[src/rtl/m4vt_pkg.sv]
package m4vt_pkg;

  localparam int WORD_W     = 32;
  localparam int COEF_REG_W = 2 * WORD_W;
  localparam int NUM_REGS   = 8;
  localparam int REG_SEL_W  = $clog2(NUM_REGS);
  localparam int CFG_IDX_W  = REG_SEL_W + 1;
  localparam int NUM_LANES  = 4;
  localparam int NUM_COLS   = 4;
  localparam int NUM_PAIRS  = NUM_COLS / 2;
  localparam int Q_SHIFT    = 16;
  localparam int PROD_W     = 2 * WORD_W;
  localparam int PAIR_W     = PROD_W + 1;
  localparam int SUM_W      = PROD_W + 2;
  // multiply, pair add, final add, saturate/output
  localparam int PIPE_DEPTH = 4;

  typedef logic signed [WORD_W-1:0] word_t;
  typedef logic [COEF_REG_W-1:0]    coef_reg_t;
  typedef logic signed [SUM_W-1:0]  sum_t;

  // register map
  localparam logic [REG_SEL_W-1:0] REG_ROW0_COLS01 = REG_SEL_W'(0);
  localparam logic [REG_SEL_W-1:0] REG_ROW0_COLS23 = REG_SEL_W'(1);
  localparam logic [REG_SEL_W-1:0] REG_ROW1_COLS01 = REG_SEL_W'(2);
  localparam logic [REG_SEL_W-1:0] REG_ROW1_COLS23 = REG_SEL_W'(3);
  localparam logic [REG_SEL_W-1:0] REG_ROW2_COLS01 = REG_SEL_W'(4);
  localparam logic [REG_SEL_W-1:0] REG_ROW2_COLS23 = REG_SEL_W'(5);
  localparam logic [REG_SEL_W-1:0] REG_ROW3_COLS01 = REG_SEL_W'(6);
  localparam logic [REG_SEL_W-1:0] REG_ROW3_COLS23 = REG_SEL_W'(7);

  localparam word_t Q16_ONE  = 32'sh0001_0000;
  localparam word_t Q16_ZERO = 32'sh0000_0000;
  localparam word_t SAT_MAX  = 32'sh7FFF_FFFF;
  localparam word_t SAT_MIN  = 32'sh8000_0000;

  typedef struct packed {
    logic adv;   // pipeline moves this cycle
    logic load;  // final-sum stage holds a live request
  } merge_ctl_t;

endpackage

[src/rtl/m4vt_merge.sv]
module m4vt_merge (
  input  logic                 clk,
  input  m4vt_pkg::merge_ctl_t ctl,
  input  m4vt_pkg::sum_t       sum [m4vt_pkg::NUM_LANES],
  output m4vt_pkg::word_t      res [m4vt_pkg::NUM_LANES],
  output logic [m4vt_pkg::NUM_LANES-1:0] sat
);
  import m4vt_pkg::*;

  localparam int TOP_LSB = Q_SHIFT + WORD_W - 1;

  word_t                res_nxt [NUM_LANES];
  word_t                res_r   [NUM_LANES];
  logic [NUM_LANES-1:0] sat_nxt;
  logic [NUM_LANES-1:0] sat_r;
  logic [NUM_LANES-1:0] fits;

  // sum >>> 16 fits in 32 bits when everything from bit 47 up is sign copy
  always_comb begin
    for (int i = 0; i < NUM_LANES; i++) begin
      fits[i]    = (&sum[i][SUM_W-1:TOP_LSB]) | ~(|sum[i][SUM_W-1:TOP_LSB]);
      sat_nxt[i] = ~fits[i];
      if (fits[i]) begin
        res_nxt[i] = sum[i][Q_SHIFT +: WORD_W];
      end else if (sum[i][SUM_W-1]) begin
        res_nxt[i] = SAT_MIN;
      end else begin
        res_nxt[i] = SAT_MAX;
      end
    end
  end

  always_ff @(posedge clk) begin
    if (ctl.adv && ctl.load) begin
      res_r <= res_nxt;
      sat_r <= sat_nxt;
    end
  end

  assign res = res_r;
  assign sat = sat_r;

endmodule

[config.mk]
export PLATFORM = sky130hd
export DESIGN_NAME = m4vt_merge
export DESIGN_NICKNAME = d
export VERILOG_FILES = /design/src/rtl/m4vt_pkg.sv /design/src/rtl/m4vt_merge.sv
export SDC_FILE = /design/constraint.sdc
export NUM_CORES = 1
export LEC_CHECK = 0
export BUFFER_PORTS_ARGS = -buffer_cell sky130_fd_sc_hd__buf_2
export CAP_MARGIN = 10
export CORE_AREA = 4 4 151 153
export CTS_BUF_LIST = sky130_fd_sc_hd__clkbuf_8
export DETAILED_ROUTE_END_ITERATION = 10
export DIE_AREA = 0 0 155 157
export PLACE_DENSITY = 0.58
export SYNTH_ARGS = -nofsm -noshare
export SYNTH_HDL_FRONTEND = slang
export SYNTH_SLANG_ARGS = --single-unit
[constraint.sdc]
create_clock -name clk -period 4.7 [get_ports clk]
set_input_delay 0.47 -clock clk [delete_from_list [all_inputs] [get_ports clk]]
set_output_delay 0.47 -clock clk [all_outputs]
set_load 0.01 [all_outputs]
==> results of run 1 <==
-- worst paths after layout --
kind | start | to | slack (ns) | depth (start not counted)
worst max-delay path | sum[131] | res[44] | 2.76 | 6
worst min-delay path | sum[83] | res[33] | 0.31 | 2
-- synth_stat cells, drive strengths merged --
cell | number | area [µm²]
a21o | 124 | 1030
a311oi | 4 | 53.8
a31o | 4 | 35.0
and2 | 1 | 6.26
and3 | 4 | 25.0
buf | 24 | 240
clkbuf | 1 | 3.75
dlygate4sd3 | 3 | 30.0
edfxtp | 132 | 3960
inv | 4 | 15.0
nand4 | 20 | 125
nor2 | 8 | 30.0
nor4 | 20 | 150
-- kinds of logic (layout without fill, tap and decap cells) --
kind of cell           count (synthesis)  count (layout)  synth area share, %
flip-flops                           132             132                 69.5
buffers and inverters                 32             373                 5.06
AND/OR/NAND/NOR                       53              53                 5.90
AO/OA/AOI/OAI                        132             132                 19.6
-- stage by stage --
stage | instance area [µm²] | hold WS (ns) | setup slack, ns | utilization, % | std cells
final | 7950 | 0.307 | 2.76 | 36.9 | 970
after global routing | 7950 | 0.251 | 2.62 | 36.9 | 970
after CTS | 7950 | 0.262 | 2.75 | 36.9 | 970
after detailed placement | 7560 | 0.730 | 2.28 | 35.1 | 940
after global placement | 7560 | 0.726 | 2.27 | 35.1 | 940
after floorplan | 5710 | 0.637 | 0.702 | - | 349
-- area by class of cell --
type | count | share of cell area, %
tap | 280 | 4.40
multi-input combinational | 185 | 19.0
inverter | 4 | 0.189
clock buffer | 17 | 2.94
timing repair buffer | 339 | 21.6
sequential | 132 | 49.8
clock inverter | 13 | 2.03
-- power by group --
group	switching (mW)	total (mW)	internal [mW]
Clock	0.467	0.987	0.520
Combinational	0.167	0.322	0.155
Sequential	0.0172	1.40	1.38
Total	0.651	2.71	2.06
-- state kept, by name, summed over array words and instances, names as in the netlist --
signal / count
sat: 4
res: 128
-- routing by layer --
layer  global-route usage, %  vias to the layer above  wire length (µm)
met3                    5.99                       16              1720
met4                    3.66                        0               222
li1                        -                     2055                 -
met2                    20.6                      208              7780
met1                    14.3                     2014              6320
met5                       0                        -                 0
==> impl_metrics.ini, run 1 <==
[floorplanning]
num_io_pins = 399
dieHeight_um = 157
die_w_um = 155
core_area_um2 = 21600
rows = 54
start_util_pct = 26.5
design.die.area_um2 = 24300

[worst_setup_path]
critPathMaxStageDelay_ns = 0.60
critPathTopFamily = compound AO/OA/AOI/OAI gates
cp_cell_sequence = buf_2, nor4_1, nand4_1, nor4_2, a31o_2, a21o_2
worstPathMaxFanout = 32
endpoint_kind = register
cp.arrival_ns = 2.23
critPathKind = primary input to register
cp-start-kind = primary input
crit_buf_inv = 1
cp_data_required_time_ns = 5.00
critical-path-slowest-cell = a31o_2

[final_layout]
multi_input_area_um2 = 1510
drive_above_1_share_pct = 66.2
area_growth_pct = 39.4
regArea_um2 = 3960
diodes = 0
nets = 946
layout_common_cells = buf_2, edfxtp_1, a21o_2, a21o_1, nand4_1
nFillCells = 2125
layout_commonest_cell = buf_2

[placed_design]
numPortBuffers = 334
globalplace.congestion = 0.802
hpwl_um = 11700

[power_and_ir_drop]
finalPower_mw = 2.71
p_leak_nw = 3.67
power.density_nw_per_um2 = 340
ir_worst_vdd_mv = 0.178

[job]
maxCapViolations = 0

[route]
vias = 4293
first_pass_iters = 4
drt_iter0_drc = 239
drt-total-wl_um = 16000
drc_errors = 0
wl_per_cell_um = 16.5
vias_per_cell = 4.43
ant_nets = 0

[global_routing]
antenna_found_initial = 0
grtUsageTotal_pct = 12.4
grt_overflow = 0
grt_pass1_vias = 4336
grt_max_degree = 81
grt_pass1_wl_um = 23500

[sta]
period_share_pct = 41.2
fmax_mhz = 516
rsz0062_at_grt = no
hold_viol = 0
fin_crit_ns = 1.94
drv_slew = 0
finalSetupViolCount = 0
worst_pin_slew_ns = 0.745
slew_headroom_pct = 50.3
setup_tns_ns = 0

[synthesis]
synth_nets = 616
synth.distinct_cells = 18
yosys_warnings = 0
ys_ff_latch = 132
avgSynthCellArea_um2 = 16.4
ys_seq_area_share_pct = 69.5
syn_inst = 349
synth_area_um2 = 5710

[worst_hold_path]
hp-class = primary input to register

[cts]
cts_setup_buffers = 0
cts-root-buf = clkbuf_8
cts_tree = done
ctsResizeCount = 0
ctsHoldBuffers = 0
cts_made_buffers = 17
htree_levels = 4
clockBufferDepth = 2
clkTransAtPathRegs_ns = 0.09
clock_sinks = 132

[outcome]
status = finished clean
Power figures use the tool's default switching activity.
==> run 2, diff against run 1 <==
--- a/config.mk
+++ b/config.mk
@@ -7,10 +7,10 @@
 export LEC_CHECK = 0
 export BUFFER_PORTS_ARGS = -buffer_cell sky130_fd_sc_hd__buf_2
 export CAP_MARGIN = 10
-export CORE_AREA = 4 4 151 153
+export CORE_AREA = 4 4 154 156
 export CTS_BUF_LIST = sky130_fd_sc_hd__clkbuf_8
 export DETAILED_ROUTE_END_ITERATION = 10
-export DIE_AREA = 0 0 155 157
+export DIE_AREA = 0 0 158 160
 export PLACE_DENSITY = 0.58
 export SYNTH_ARGS = -nofsm -noshare
 export SYNTH_HDL_FRONTEND = slang
==> constraint.sdc (replaced) <==
create_clock -name clk -period 1.7 [get_ports clk]
set_input_delay 0.17 -clock clk [delete_from_list [all_inputs] [get_ports clk]]
set_output_delay 0.17 -clock clk [all_outputs]
set_load 0.01 [all_outputs]
==> impl_metrics.ini, run 2 (synthesis gave the netlist of run 1 again) <==
[sta]
slew_headroom_pct = 63.2
worst_pin_slew_ns = 0.552
finalSetupViolCount = 0
fin_crit_ns = 1.35
fmax_mhz = 743
rsz0062_at_grt = no
period_share_pct = 79.2
drv_slew = 0
hold_viol = 0

[route]
wl_met1_um = 6450
wl_met2_um = 9040
wl_per_cell_um = 15.2
drt_iter0_drc = 180
drt-total-wl_um = 17100
drc_errors = 0
vias_per_cell = 4.36
first_pass_iters = 4
vias = 4888
ant_nets = 0
highest_layer = met4
met3_length_um = 1330

[placed_design]
numPortBuffers = 334
globalplace.congestion = 0.791
hpwl_um = 11900
dp.cells = 971

[cts]
cts_tree = done
htree_levels = 4
cts-root-buf = clkbuf_8
clkTransAtPathRegs_ns = 0.09
clockBufferDepth = 2
clock_sinks = 132
cts_setup_buffers = 0
cts_made_buffers = 17

[final_layout]
final_core_util_pct = 42.2
nets = 1088
drive_above_1_share_pct = 57.9
layout_common_cells = buf_2, edfxtp_1, dlygate4sd3_1, a21o_2, a21o_1
layout_commonest_cell = buf_2
largest_reg_flops = 128
final_cells = 1120
area_growth_pct = 65.5

[worst_setup_path]
cp-startpoint = sum[116]
critPathKind = primary input to register
cp.arrival_ns = 1.53
cp-start-kind = primary input
worstPathMaxFanout = 17
cp_data_required_time_ns = 1.88
endpoint_kind = register

[floorplanning]
rows = 55
num_io_pins = 399
core_area_um2 = 22400
start_util_pct = 25.5
die_w_um = 158
design.die.area_um2 = 25300
dieHeight_um = 160

[global_routing]
grt_overflow = 0
grt_pass1_vias = 5102
grtUsageTotal_pct = 12.7
grt_max_degree = 48
antenna_found_initial = 0
grt_pass1_wl_um = 25500

[worst_hold_path]
hold_start = sum[105]
hp-class = primary input to register

[outcome]
status = finished clean

[job]
maxCapViolations = 0

[power_and_ir_drop]
p_leak_nw = 4.32
ir_worst_vdd_mv = 0.392
power.density_nw_per_um2 = 819
-- run 2: routing by layer --
layer	global-route usage, %	vias up
met5	0	-
met4	3.96	0
met3	4.80	16
met2	23.1	199
met1	13.6	2337
li1	-	2336
-- run 2: layout make-up --
type,count,area [µm²]
fillers,2087,12900
clock inverters,15,164
inverters,4,15.0
multi-input cells,185,1510
flip-flops and latches,132,3960
repair buffers,481,3200
clock buffers,17,234
diodes,1,2.50
well taps,285,357
-- run 2: power by group --
part | leakage [nW] | switching [mW] | internal [mW]
registers | 1.25 | 0.0481 | 3.82
logic | 2.88 | 0.508 | 0.637
clock network | 0.198 | 1.29 | 1.44
total | 4.32 | 1.84 | 5.89
-- run 2: final timing paths --
| check | slack (ns) | cells past startpoint | to |
|---|---|---|---|
| hold / removal | 0.04 | 2 | res[55] |
| setup / recovery | 0.35 | 8 | res[53] |
-- run 2: timing repair --
| action | CTS | global route |
|---|---|---|
| hold buffers | 114 | 2 |
| hold endpoints to repair | 114 | 2 |
| gates resized for setup | 0 | 0 |
-- run 2: per-stage QoR --
stage	worst slack [ns]	hold WS (ns)	cell area, µm²	power [mW]	setup TNS, ns
floorplan	0.149	0.337	5710	4.32	0
CTS	0.396	0.000226	9420	7.86	0
global placement	-0.0969	0.439	7890	4.87	-3.89
finish	0.354	0.0436	9450	7.74	0
global route	0.278	0.00379	9440	8.12	0
detailed placement	-0.0974	0.443	7890	4.88	-4.79
-- run 2: critical path, stage by stage --
cell,delay [ns]
buf_2,0.10
nor4_1,0.30
nand4_1,0.16
nor4_2,0.14
buf_4,0.16
a311oi_4,0.05
buf_4,0.22
a21o_2,0.23
